===== src/rtl/lcht_pkg.sv =====
// shared types and constants for the lba to chs translator
package lcht_pkg;

  // geometry widths
  localparam int HEAD_COUNT_W = 5;
  localparam int SPT_W        = 8;
  localparam int SPC_W        = HEAD_COUNT_W + SPT_W;
  localparam int HEAD_Q_W     = HEAD_COUNT_W;
  localparam int CYL_W        = 16;
  localparam int HEAD_W       = 4;
  localparam int DHB_W        = 8;
  localparam int STATUS_W     = 2;
  localparam int CFG_INDEX_W  = 1;
  localparam int CFG_DATA_W   = 8;

  // configuration register indexes
  localparam logic [CFG_INDEX_W-1:0] CFG_HEAD_COUNT        = 1'b0;
  localparam logic [CFG_INDEX_W-1:0] CFG_SECTORS_PER_TRACK = 1'b1;

  // geometry after reset
  localparam logic [HEAD_COUNT_W-1:0] HEAD_COUNT_RESET = 5'd16;
  localparam logic [SPT_W-1:0]        SPT_RESET        = 8'd63;

  // status codes
  localparam logic [STATUS_W-1:0] ST_OK            = 2'd0;
  localparam logic [STATUS_W-1:0] ST_ZERO_GEOMETRY = 2'd1;
  localparam logic [STATUS_W-1:0] ST_CYL_OVERFLOW  = 2'd2;

  // task file drive/head byte
  localparam logic [DHB_W-1:0] DH_FIXED_BITS = 8'hA0;
  localparam logic [DHB_W-1:0] DH_HEAD_MASK  = 8'h0F;
  localparam logic [DHB_W-1:0] DH_HIGH_MASK  = 8'hF0;

  // data riding along the cylinder division
  typedef struct packed {
    logic             drive;
    logic             zero_geom;
    logic [SPT_W-1:0] spt;
  } div1_side_t;

  // data riding along the head division
  typedef struct packed {
    logic             drive;
    logic             zero_geom;
    logic             cyl_ovf;
    logic [CYL_W-1:0] cyl;
  } div2_side_t;

endpackage


===== src/rtl/lba_to_chs_translator.sv =====
// top level of the lba to chs translator
// Translates a logical block address into cylinder, head, sector and the task
// file drive/head byte using the programmed geometry. A request is taken every
// cycle while in_stall is low; each one passes through a row of division cells,
// one quotient bit per cell: ADDRESS_BITS cells divide by sectors per cylinder,
// then five cells divide the remainder by sectors per track. Each request passes
// the entry stage, both cell rows and the result register. A stall on the
// result side only freezes occupied cells, so empty slots keep filling.
// Configuration writes are always ready and take effect for requests that
// arrive on the following cycle. Zero geometry gives status 1 with zeroed
// address fields; a cylinder above 65535 gives status 2 with its low 16 bits.
module lba_to_chs_translator #(
  parameter int ADDRESS_BITS = 32
) (
  input  logic                                clk,
  input  logic                                rst,
  input  logic                                cfg_valid,
  output logic                                cfg_ready,
  input  logic [lcht_pkg::CFG_INDEX_W-1:0]    cfg_index,
  input  logic [lcht_pkg::CFG_DATA_W-1:0]     cfg_data,
  input  logic                                in_valid,
  output logic                                in_stall,
  input  logic [ADDRESS_BITS-1:0]             logical_block,
  input  logic                                drive_select,
  output logic                                out_valid,
  input  logic                                out_stall,
  output logic [lcht_pkg::CYL_W-1:0]          cylinder,
  output logic [lcht_pkg::HEAD_W-1:0]         head,
  output logic [lcht_pkg::SPT_W-1:0]          sector,
  output logic [lcht_pkg::DHB_W-1:0]          drive_head_byte,
  output logic [lcht_pkg::STATUS_W-1:0]       status
);
  import lcht_pkg::*;

  localparam int S1_BITS = $bits(div1_side_t);
  localparam int S2_BITS = $bits(div2_side_t);

  logic [HEAD_COUNT_W-1:0] head_count;
  logic [SPT_W-1:0]        sectors_per_track;

  // first row: cylinder division
  logic                    c1_valid [0:ADDRESS_BITS];
  logic                    c1_hold  [0:ADDRESS_BITS];
  logic [SPC_W-1:0]        c1_rem   [0:ADDRESS_BITS];
  logic [ADDRESS_BITS-1:0] c1_num   [0:ADDRESS_BITS];
  logic [SPC_W-1:0]        c1_den   [0:ADDRESS_BITS];
  logic [S1_BITS-1:0]      c1_side  [0:ADDRESS_BITS];
  div1_side_t              entry_side;
  div1_side_t              c1_last;

  // second row: head division
  logic                    c2_valid [0:HEAD_Q_W];
  logic                    c2_hold  [0:HEAD_Q_W];
  logic [SPT_W-1:0]        c2_rem   [0:HEAD_Q_W];
  logic [HEAD_Q_W-1:0]     c2_num   [0:HEAD_Q_W];
  logic [SPT_W-1:0]        c2_den   [0:HEAD_Q_W];
  logic [S2_BITS-1:0]      c2_side  [0:HEAD_Q_W];
  div2_side_t              c2_first;

  // configuration registers
  assign cfg_ready = 1'b1;

  always_ff @(posedge clk) begin
    if (rst) begin
      head_count        <= HEAD_COUNT_RESET;
      sectors_per_track <= SPT_RESET;
    end else if (cfg_valid && cfg_ready) begin
      case (cfg_index)
        CFG_HEAD_COUNT:        head_count        <= cfg_data[HEAD_COUNT_W-1:0];
        CFG_SECTORS_PER_TRACK: sectors_per_track <= cfg_data[SPT_W-1:0];
        default: ;
      endcase
    end
  end

  // entry stage
  lcht_entry_stage #(
    .ADDRESS_BITS(ADDRESS_BITS)
  ) u_entry (
    .clk              (clk),
    .rst              (rst),
    .in_valid         (in_valid),
    .logical_block    (logical_block),
    .drive_select     (drive_select),
    .head_count       (head_count),
    .sectors_per_track(sectors_per_track),
    .in_stall         (in_stall),
    .valid            (c1_valid[0]),
    .lba              (c1_num[0]),
    .spc              (c1_den[0]),
    .side             (entry_side),
    .down_hold        (c1_hold[0])
  );

  assign c1_rem[0]  = '0;
  assign c1_side[0] = entry_side;

  // cylinder division cells
  for (genvar i = 0; i < ADDRESS_BITS; i++) begin : g_cyl
    lcht_div_cell #(
      .NUM_BITS (ADDRESS_BITS),
      .DEN_BITS (SPC_W),
      .SIDE_BITS(S1_BITS)
    ) u_cell (
      .clk      (clk),
      .rst      (rst),
      .up_valid (c1_valid[i]),
      .up_rem   (c1_rem[i]),
      .up_num   (c1_num[i]),
      .up_den   (c1_den[i]),
      .up_side  (c1_side[i]),
      .up_hold  (c1_hold[i]),
      .valid    (c1_valid[i+1]),
      .rem      (c1_rem[i+1]),
      .num      (c1_num[i+1]),
      .den      (c1_den[i+1]),
      .side     (c1_side[i+1]),
      .down_hold(c1_hold[i+1])
    );
  end

  // hand over to the head division; the remainder's top bits stay below spt
  assign c1_last            = div1_side_t'(c1_side[ADDRESS_BITS]);
  assign c1_hold[ADDRESS_BITS] = c2_hold[0];
  assign c2_valid[0]        = c1_valid[ADDRESS_BITS];
  assign c2_rem[0]          = c1_rem[ADDRESS_BITS][SPC_W-1:HEAD_Q_W];
  assign c2_num[0]          = c1_rem[ADDRESS_BITS][HEAD_Q_W-1:0];
  assign c2_den[0]          = c1_last.spt;
  assign c2_first.drive     = c1_last.drive;
  assign c2_first.zero_geom = c1_last.zero_geom;
  assign c2_first.cyl_ovf   = |c1_num[ADDRESS_BITS][ADDRESS_BITS-1:CYL_W];
  assign c2_first.cyl       = c1_num[ADDRESS_BITS][CYL_W-1:0];
  assign c2_side[0]         = c2_first;

  // head division cells
  for (genvar j = 0; j < HEAD_Q_W; j++) begin : g_head
    lcht_div_cell #(
      .NUM_BITS (HEAD_Q_W),
      .DEN_BITS (SPT_W),
      .SIDE_BITS(S2_BITS)
    ) u_cell (
      .clk      (clk),
      .rst      (rst),
      .up_valid (c2_valid[j]),
      .up_rem   (c2_rem[j]),
      .up_num   (c2_num[j]),
      .up_den   (c2_den[j]),
      .up_side  (c2_side[j]),
      .up_hold  (c2_hold[j]),
      .valid    (c2_valid[j+1]),
      .rem      (c2_rem[j+1]),
      .num      (c2_num[j+1]),
      .den      (c2_den[j+1]),
      .side     (c2_side[j+1]),
      .down_hold(c2_hold[j+1])
    );
  end

  // result register
  lcht_result_stage u_result (
    .clk            (clk),
    .rst            (rst),
    .up_valid       (c2_valid[HEAD_Q_W]),
    .head_quot      (c2_num[HEAD_Q_W]),
    .sector_rem     (c2_rem[HEAD_Q_W]),
    .up_side        (div2_side_t'(c2_side[HEAD_Q_W])),
    .up_hold        (c2_hold[HEAD_Q_W]),
    .out_valid      (out_valid),
    .out_stall      (out_stall),
    .cylinder       (cylinder),
    .head           (head),
    .sector         (sector),
    .drive_head_byte(drive_head_byte),
    .status         (status)
  );

  // input can only be stalled by a full row behind a stalled result
  a_stall_needs_full_pipe: assert property (@(posedge clk) disable iff (rst)
    in_stall |-> (out_valid && out_stall && c1_valid[0]))
    else $error("input stalled without a stalled result");

  // a good geometry always gives a one-based sector
  a_sector_nonzero: assert property (@(posedge clk) disable iff (rst)
    (out_valid && status != ST_ZERO_GEOMETRY) |-> (sector != '0))
    else $error("zero sector on a valid geometry");

  // drive/head byte carries the head number
  a_dh_head: assert property (@(posedge clk) disable iff (rst)
    out_valid |-> (drive_head_byte[HEAD_W-1:0] == head))
    else $error("drive/head byte disagrees with head");

  // status code is one of the defined ones
  a_status_code: assert property (@(posedge clk) disable iff (rst)
    out_valid |-> (status == ST_OK || status == ST_ZERO_GEOMETRY ||
                   status == ST_CYL_OVERFLOW))
    else $error("undefined status code");

endmodule


===== src/rtl/lcht_div_cell.sv =====
// one restoring division cell: produces one quotient bit per request
module lcht_div_cell #(
  parameter int NUM_BITS  = 32,
  parameter int DEN_BITS  = 13,
  parameter int SIDE_BITS = 10
) (
  input  logic                 clk,
  input  logic                 rst,
  input  logic                 up_valid,
  input  logic [DEN_BITS-1:0]  up_rem,
  input  logic [NUM_BITS-1:0]  up_num,
  input  logic [DEN_BITS-1:0]  up_den,
  input  logic [SIDE_BITS-1:0] up_side,
  output logic                 up_hold,
  output logic                 valid,
  output logic [DEN_BITS-1:0]  rem,
  output logic [NUM_BITS-1:0]  num,
  output logic [DEN_BITS-1:0]  den,
  output logic [SIDE_BITS-1:0] side,
  input  logic                 down_hold
);

  logic                load;
  logic [DEN_BITS:0]   shifted;
  logic [DEN_BITS+1:0] diff;
  logic                borrow;
  logic [DEN_BITS-1:0] rem_next;
  logic [NUM_BITS-1:0] num_next;

  // cell keeps its request only while the neighbor downstream holds too
  assign up_hold = valid & down_hold;
  assign load    = ~up_hold;

  // trial subtract of the divisor from the shifted partial remainder
  assign shifted  = {up_rem, up_num[NUM_BITS-1]};
  assign diff     = {1'b0, shifted} - {2'b00, up_den};
  assign borrow   = diff[DEN_BITS+1];
  assign rem_next = borrow ? shifted[DEN_BITS-1:0] : diff[DEN_BITS-1:0];
  assign num_next = {up_num[NUM_BITS-2:0], ~borrow};

  // occupancy
  always_ff @(posedge clk) begin
    if (rst) begin
      valid <= 1'b0;
    end else if (load) begin
      valid <= up_valid;
    end
  end

  // payload
  always_ff @(posedge clk) begin
    if (load && up_valid) begin
      rem  <= rem_next;
      num  <= num_next;
      den  <= up_den;
      side <= up_side;
    end
  end

endmodule


===== src/rtl/lcht_entry_stage.sv =====
// entry stage: captures a request with its geometry and sectors per cylinder
module lcht_entry_stage #(
  parameter int ADDRESS_BITS = 32
) (
  input  logic                                clk,
  input  logic                                rst,
  input  logic                                in_valid,
  input  logic [ADDRESS_BITS-1:0]             logical_block,
  input  logic                                drive_select,
  input  logic [lcht_pkg::HEAD_COUNT_W-1:0]   head_count,
  input  logic [lcht_pkg::SPT_W-1:0]          sectors_per_track,
  output logic                                in_stall,
  output logic                                valid,
  output logic [ADDRESS_BITS-1:0]             lba,
  output logic [lcht_pkg::SPC_W-1:0]          spc,
  output lcht_pkg::div1_side_t                side,
  input  logic                                down_hold
);
  import lcht_pkg::*;

  logic [SPC_W-1:0] spc_next;
  logic             load;

  assign in_stall = valid & down_hold;
  assign load     = ~in_stall;

  // sectors per cylinder, at most 31 * 255
  assign spc_next = SPC_W'(head_count) * SPC_W'(sectors_per_track);

  // occupancy
  always_ff @(posedge clk) begin
    if (rst) begin
      valid <= 1'b0;
    end else if (load) begin
      valid <= in_valid;
    end
  end

  // payload
  always_ff @(posedge clk) begin
    if (load && in_valid) begin
      lba            <= logical_block;
      spc            <= spc_next;
      side.drive     <= drive_select;
      side.zero_geom <= (head_count == '0) || (sectors_per_track == '0);
      side.spt       <= sectors_per_track;
    end
  end

endmodule


===== src/rtl/lcht_result_stage.sv =====
// result stage: forms the disk address fields and holds them for the consumer
module lcht_result_stage (
  input  logic                             clk,
  input  logic                             rst,
  input  logic                             up_valid,
  input  logic [lcht_pkg::HEAD_Q_W-1:0]    head_quot,
  input  logic [lcht_pkg::SPT_W-1:0]       sector_rem,
  input  lcht_pkg::div2_side_t             up_side,
  output logic                             up_hold,
  output logic                             out_valid,
  input  logic                             out_stall,
  output logic [lcht_pkg::CYL_W-1:0]       cylinder,
  output logic [lcht_pkg::HEAD_W-1:0]      head,
  output logic [lcht_pkg::SPT_W-1:0]       sector,
  output logic [lcht_pkg::DHB_W-1:0]       drive_head_byte,
  output logic [lcht_pkg::STATUS_W-1:0]    status
);
  import lcht_pkg::*;

  logic                load;
  logic [HEAD_W-1:0]   head_next;
  logic [DHB_W-1:0]    dh_base;
  logic [STATUS_W-1:0] status_next;

  assign up_hold = out_valid & out_stall;
  assign load    = ~up_hold;

  // zero geometry forces the address fields to zero
  assign head_next = up_side.zero_geom ? '0 : head_quot[HEAD_W-1:0];
  assign dh_base   = (DH_FIXED_BITS | {3'b000, up_side.drive, 4'b0000}) & DH_HIGH_MASK;

  always_comb begin
    if (up_side.zero_geom) begin
      status_next = ST_ZERO_GEOMETRY;
    end else if (up_side.cyl_ovf) begin
      status_next = ST_CYL_OVERFLOW;
    end else begin
      status_next = ST_OK;
    end
  end

  // occupancy
  always_ff @(posedge clk) begin
    if (rst) begin
      out_valid <= 1'b0;
    end else if (load) begin
      out_valid <= up_valid;
    end
  end

  // payload
  always_ff @(posedge clk) begin
    if (load && up_valid) begin
      cylinder        <= up_side.zero_geom ? '0 : up_side.cyl;
      head            <= head_next;
      sector          <= up_side.zero_geom ? '0 : sector_rem + 8'd1;
      drive_head_byte <= dh_base | (DHB_W'(head_next) & DH_HEAD_MASK);
      status          <= status_next;
    end
  end

endmodule


===== config.mk =====
export PLATFORM = sky130hd
export DESIGN_NAME = lba_to_chs_translator
export DESIGN_NICKNAME = d
export VERILOG_FILES = /design/src/rtl/lcht_pkg.sv /design/src/rtl/lba_to_chs_translator.sv /design/src/rtl/lcht_div_cell.sv /design/src/rtl/lcht_entry_stage.sv /design/src/rtl/lcht_result_stage.sv
export SDC_FILE = /design/constraint.sdc
export NUM_CORES = 2
export LEC_CHECK = 0
export ABC_AREA = 1
export BUFFER_PORTS_ARGS = -buffer_cell sky130_fd_sc_hd__buf_2
export CAP_MARGIN = 20
export CELL_PAD_IN_SITES_DETAIL_PLACEMENT = 1
export CELL_PAD_IN_SITES_GLOBAL_PLACEMENT = 2
export CORE_ASPECT_RATIO = 1.2
export CORE_UTILIZATION = 47
export DETAILED_ROUTE_END_ITERATION = 8
export GPL_TIMING_DRIVEN = 0
export PLACE_DENSITY = 0.83
export SYNTH_ARGS = -nofsm -noshare
export SYNTH_HDL_FRONTEND = slang
export SYNTH_SLANG_ARGS = --single-unit

===== constraint.sdc =====
create_clock -name clk -period 6.59 [get_ports clk]
set_clock_uncertainty 0.15 [all_clocks]
set_input_delay 0.659 -clock clk [delete_from_list [all_inputs] [get_ports clk]]
set_output_delay 0.659 -clock clk [all_outputs]
set_load 0.01 [all_outputs]

# Word-level counts from Yosys, hierarchy flattened
# Index checks and enable logic that the tools add are counted.
# word_totals
out_inout_bits	41
inputBits	47
register_bits	2499
word_cells	438
# classes
reduce_logical	45
muxes	39
multipliers	1
n_bitwise	117
add_sub_neg	38
# op_table
operator	n
14-bit by 13-bit subtractor with 15-bit output	31
13-bit 2-to-1 mux	31
1-bit inverter	77
9-bit by 8-bit subtractor with 10-bit output	5
8-bit 2-to-1 mux	5
1-bit bitwise AND	39
1-bit logical AND	39
16-bit OR reduction	1
1-bit by 13-bit subtractor with 14-bit output	1
5-bit by 8-bit multiplier with 13-bit output	1
8-bit by 1-bit adder with 8-bit output (second input constant)	1
8-bit zero test	1
8-bit by 4-bit OR with 8-bit output	1
5-bit zero test	1
4-bit 2-to-1 mux	1
2-bit AND reduction	2
2-bit 2-to-1 mux	1
1-bit logical OR	1
1-bit 2-to-1 mux	1

# Longest topological paths before layout
# logic_depth
ltp_word	41
mapped_depth	22
depth_no_buf	21

# By module
# From an unflattened synthesis, not the netlist that was laid out.
# hier_totals
hier_cells	9954
hier_area_um2	113507.6
# by_module_without_submodules
mod	seq_area_each_um2	area_per_inst_um2	n_inst	cells_per_inst
lcht_div_cell at g_cyl[0].u_cell ...	2062.0	3093.0	23	272
lcht_div_cell at g_cyl[30].u_cell ...	2062.0	3095.5	9	272
lcht_div_cell at g_head[0].u_cell ...	1221.2	1891.8	5	150
lcht_entry_stage	1671.6	3098.0	1	290
lcht_result_stage	950.9	1372.6	1	129
lba_to_chs_translator	260.2	580.6	1	81

# Worst setup path before layout
# OpenSTA, ideal clock, no wires.
# synth_timing
path_type	in2reg
start	in out_stall
end	reg g_cyl[3].u_cell.den[0] (enable)
path_buffers	0
setup_ns	0.496
stages	19
arrival_time_ns	4.734
required_ns	5.944
slack_ns	1.210
cell_sequence	nand4_2 > nor2_4 > nand4_4 > nor2_4 > nand4_4 > nor2_4 > nand4_4 > nor2_4 > nand4_4 > nor2_4 > nand4_4 > nor2_4 > nand4_4 > nor2_4 > nand4_4 > nor2_4 > nand4_4 > inv_1 > nor2_1
# synth_between
elab_chain_cells	37
# synth_lines
element	line_no	text
from (decl)	lba_to_chs_translator.sv:26	input logic out_stall,
1-bit bitwise AND	lcht_result_stage.sv:25	assign up_hold = out_valid & out_stall;
1-bit bitwise AND (34 in a row)	lcht_div_cell.sv:31	assign up_hold = valid & down_hold;
1-bit inverter	lcht_div_cell.sv:32	assign load = ~up_hold;
1-bit logical AND	lcht_div_cell.sv:52	if (load && up_valid) begin
to (signal assigned)	lcht_div_cell.sv:55	den <= up_den;
to (decl)	lcht_div_cell.sv:18	output logic [DEN_BITS-1:0] den,
# Every way passes these cells.
# A chain may end at the register's enable or synchronous reset.

# Worst setup path after layout
# layout_timing
start	reg g_head[3].u_cell.valid
end	out in_stall
# layout_between
elab_chain_cells	37
# layout_lines
element	line_no	text
from (decl)	lcht_div_cell.sv:15	output logic valid,
from (signal assigned)	lcht_div_cell.sv:46	valid <= up_valid;
1-bit bitwise AND (36 in a row)	lcht_div_cell.sv:31	
1-bit bitwise AND	lcht_entry_stage.sv:24	assign in_stall = valid & down_hold;
to (decl)	lba_to_chs_translator.sv:22	output logic in_stall,
# Every way passes these cells.

==> run metrics <==
Post-synth ARST share 0; critical path capture point type primary output; clock transition at the registers of the reported paths 60 ps; first-pass GRT wire length 296000 um; vias in the first global route 56300; synthesized area 98100 um^2; Syn Area/Cell 15.1 um^2; FMAX 0.164 GHz; Num Clock Sinks 2488; Top delay family on crit path simple AND/OR/NAND/NOR gates; critical path's slowest cell dfxtp_1; Setup Buffers After CTS 0; final WL 189000 um; Static Leakage 41.1 nW; Slew @ Worst Pin 1090 ps; nets 7491; max_slew headroom 0.272; CP Cell Sequence nand4_2 -> nor2_4 -> nand4_4 -> nor2_4 -> nand4_4 -> nor2_4 -> nand4_4 -> nor2_4 -> nand4_4 -> nor2_4 -> nand4_4 -> nor2_4 -> nand4_4 -> nor2_4 -> nand4_4 -> nor2_4 -> nand4_4 -> nor2_4 -> nand4_1 -> inv_1 -> buf_2; RSZ-0062 raised after global routing no; routed len/inst 19.1 um; most used cell, CP nor2_4; CTS tree yes; Hold/Removal Path Class in2reg; sequential share of the synthesized area 0.756; Die Area 211000 um^2; crit-path max FO 5; DR iter-0 viols 2049; synthesis-to-layout area growth 13.4%; Power Total 31.2 mW; delay of the slowest cell on the worst path 460 ps; main combinational cell family by area after synthesis adder cells; post-route ant nets 0; Yosys top cell area share 0.746; clock root buffer clkbuf_16; row cnt 183; CP Launch Type register; initial antenna violation count 4; core footprint 207000 um^2; Port Buffers 83; post-synth top area cell edfxtp_1; Filler Cell Count 19800; top cells by area, synth edfxtp_1 75%, ha_1 6.0%, a21oi_1 4.0%; reg-to-reg slack, setup 1480 ps; Post-CTS Resized 0; Final HPWL DP 138000 um; Top FF cell, synth edfxtp_1; EDFF count, synth 2436; max cap viols 0; initial core utilization 0.473; clk_lat worst skew 880 ps; post-synthesis cell type count 35; power per standard cell area 280 nW/um^2; gr ovfl total 0; Tcrit/Tclk final 0.925; final setup fails 0; First-pass DRT Iterations 5; total track usage 0.181; minimum clock period 6100 ps; Cells after Synth 6511; Final GP Congestion 0.824; WHS 134 ps; CP Data Required Time 5780 ps; Ports 88; Synth Warn # 0; storage element area 74200 um^2; critical path type reg2out; endpoints failing hold 0; Die Wd 419 um; area of the multi-input gates 20700 um^2; Post-Synth XOR/XNOR Area 0.0301; vias per cell 5.06; pin count of the biggest net entering global routing 69; TritonCTS buffer count 231; die height 502 um; mux cell area share after synthesis 0.00103; detailed-route DRC error count 0; final slew viol count 0; DP Worst Slack 1090 ps; H-tree levels 4; hold bufs inserted after CTS 44; status finished clean; Worst IR Drop VDD 0.271 mV; #FFs+latches synth 2488; complex-gate fraction of the synthesized area 0.0516; Clock Tree Buf Depth 3; Worst Setup Slack, final 493 ps; Simple-Gate Fraction of Synth Area 0.0558; Via Count 50100; CP bufs+invs 2; share of cells above drive strength 1 0.0804; post-synthesis adder-cell area fraction 0.0706; WP data arrival 5290 ps
==> metal layers <==
layer  track usage  part of all wire  wire, um  up-vias
met4        0.0892             0.042      7970        0
li1              -                 -         -    24000
met2         0.377              0.60    113000      684
met3        0.0247             0.026      4980      385
met1         0.165              0.33     63100    25000
met5             0                 0         0        -
==> path summary, 6_finish.rpt <==
check / startpoint / to / cells after the start
max: g_head[3].u_cell.valid / in_stall / 21
min: cfg_valid / head_count[4] / 5
max reg2reg: g_head[3].u_cell.valid / u_entry.lba[3] / 22
min reg2reg: g_cyl[27].u_cell.num[9] / g_cyl[28].u_cell.num[10] / 0
==> placed cells by master, fill, tap and decap left out, types with 59 or more instances in the layout <==
master	instances
nand3_1	153
edfxtp_1	2436
ha_1	467
clkbuf_1	123
o21ai_0	140
xor2_1	189
nand2_1	401
clkbuf_16	231
nor2_1	595
xnor2_1	148
a21oi_1	779
inv_1	780
clkinv_1	59
buf_2	83
==> synth_stat cells (all sizes together) (54+ instances only) <==
master,instances
clkbuf,86
xnor2,148
inv,798
ha,467
o21ai,140
fa,54
nand3,153
nand2,401
xor2,189
nor2,623
a21oi,779
edfxtp,2436
==> registers in the layout, summed over array words and instances, names as in the netlist, 2 cells and up <==
signal and count:
head_count 5, u_result.drive_head_byte 2, g_cyl.u_cell.side 320, g_head.u_cell.den 32, g_cyl.u_cell.rem 416, u_entry.spc 13, g_cyl.u_cell.valid 32, u_result.status 2
g_cyl.u_cell.den 403, g_head.u_cell.side 95, sectors_per_track 8, u_result.cylinder 16, u_entry.side 10, g_head.u_cell.rem 40, u_result.sector 8, g_cyl.u_cell.num 1024
g_head.u_cell.num 20, u_entry.lba 32, u_result.head 3, g_head.u_cell.valid 5
==> metrics by stage <==
step                       util  cells  area, um^2  setup TNS, ps
final                     0.537   9911      111000              0
after global routing      0.537   9910      111000              0
after CTS                 0.537   9899      111000              0
after detailed placement  0.498   9421      103000              0
after global placement    0.492   9376      102000        -142060
after floorplan               -   6518       98100              0
==> kinds of logic (layout without fill, tap and decap cells) <==
logic type	count (synthesis)	after routing
buffers and inverters	893	1499
other	2	21
xor gates and xnor gates	337	337
AOI/OAI and AO/OA	981	981
DFF	2488	2488
and+or+nand+nor	1280	1280
adders and majority gates	521	521
muxes	9	9
==> cell type report <==
cell class                 instances  share of cell area
tap                             2775              0.0312
timing repair buffer             172              0.0162
clock inverter                   163              0.0153
antenna                           12            0.000270
multi-input combinational       3137               0.186
inverter                         799              0.0271
sequential                      2488               0.667
buffer                            94             0.00344
clock buffer                     271              0.0536
==> tightest hold or removal path, cell delays in order <==
cell,delay [ps]
buf_2,110
inv_1,50
nor2_1,100
nand2_1,90
nand3_1,80
==> power breakdown <==
part,leakage (nW),switching [mW],internal [mW]
combinational,15.0,0.288,0.186
sequential,22.4,0.0594,17.3
clock,3.70,5.83,7.56
No activity file was read; power rests on OpenSTA's default activity.
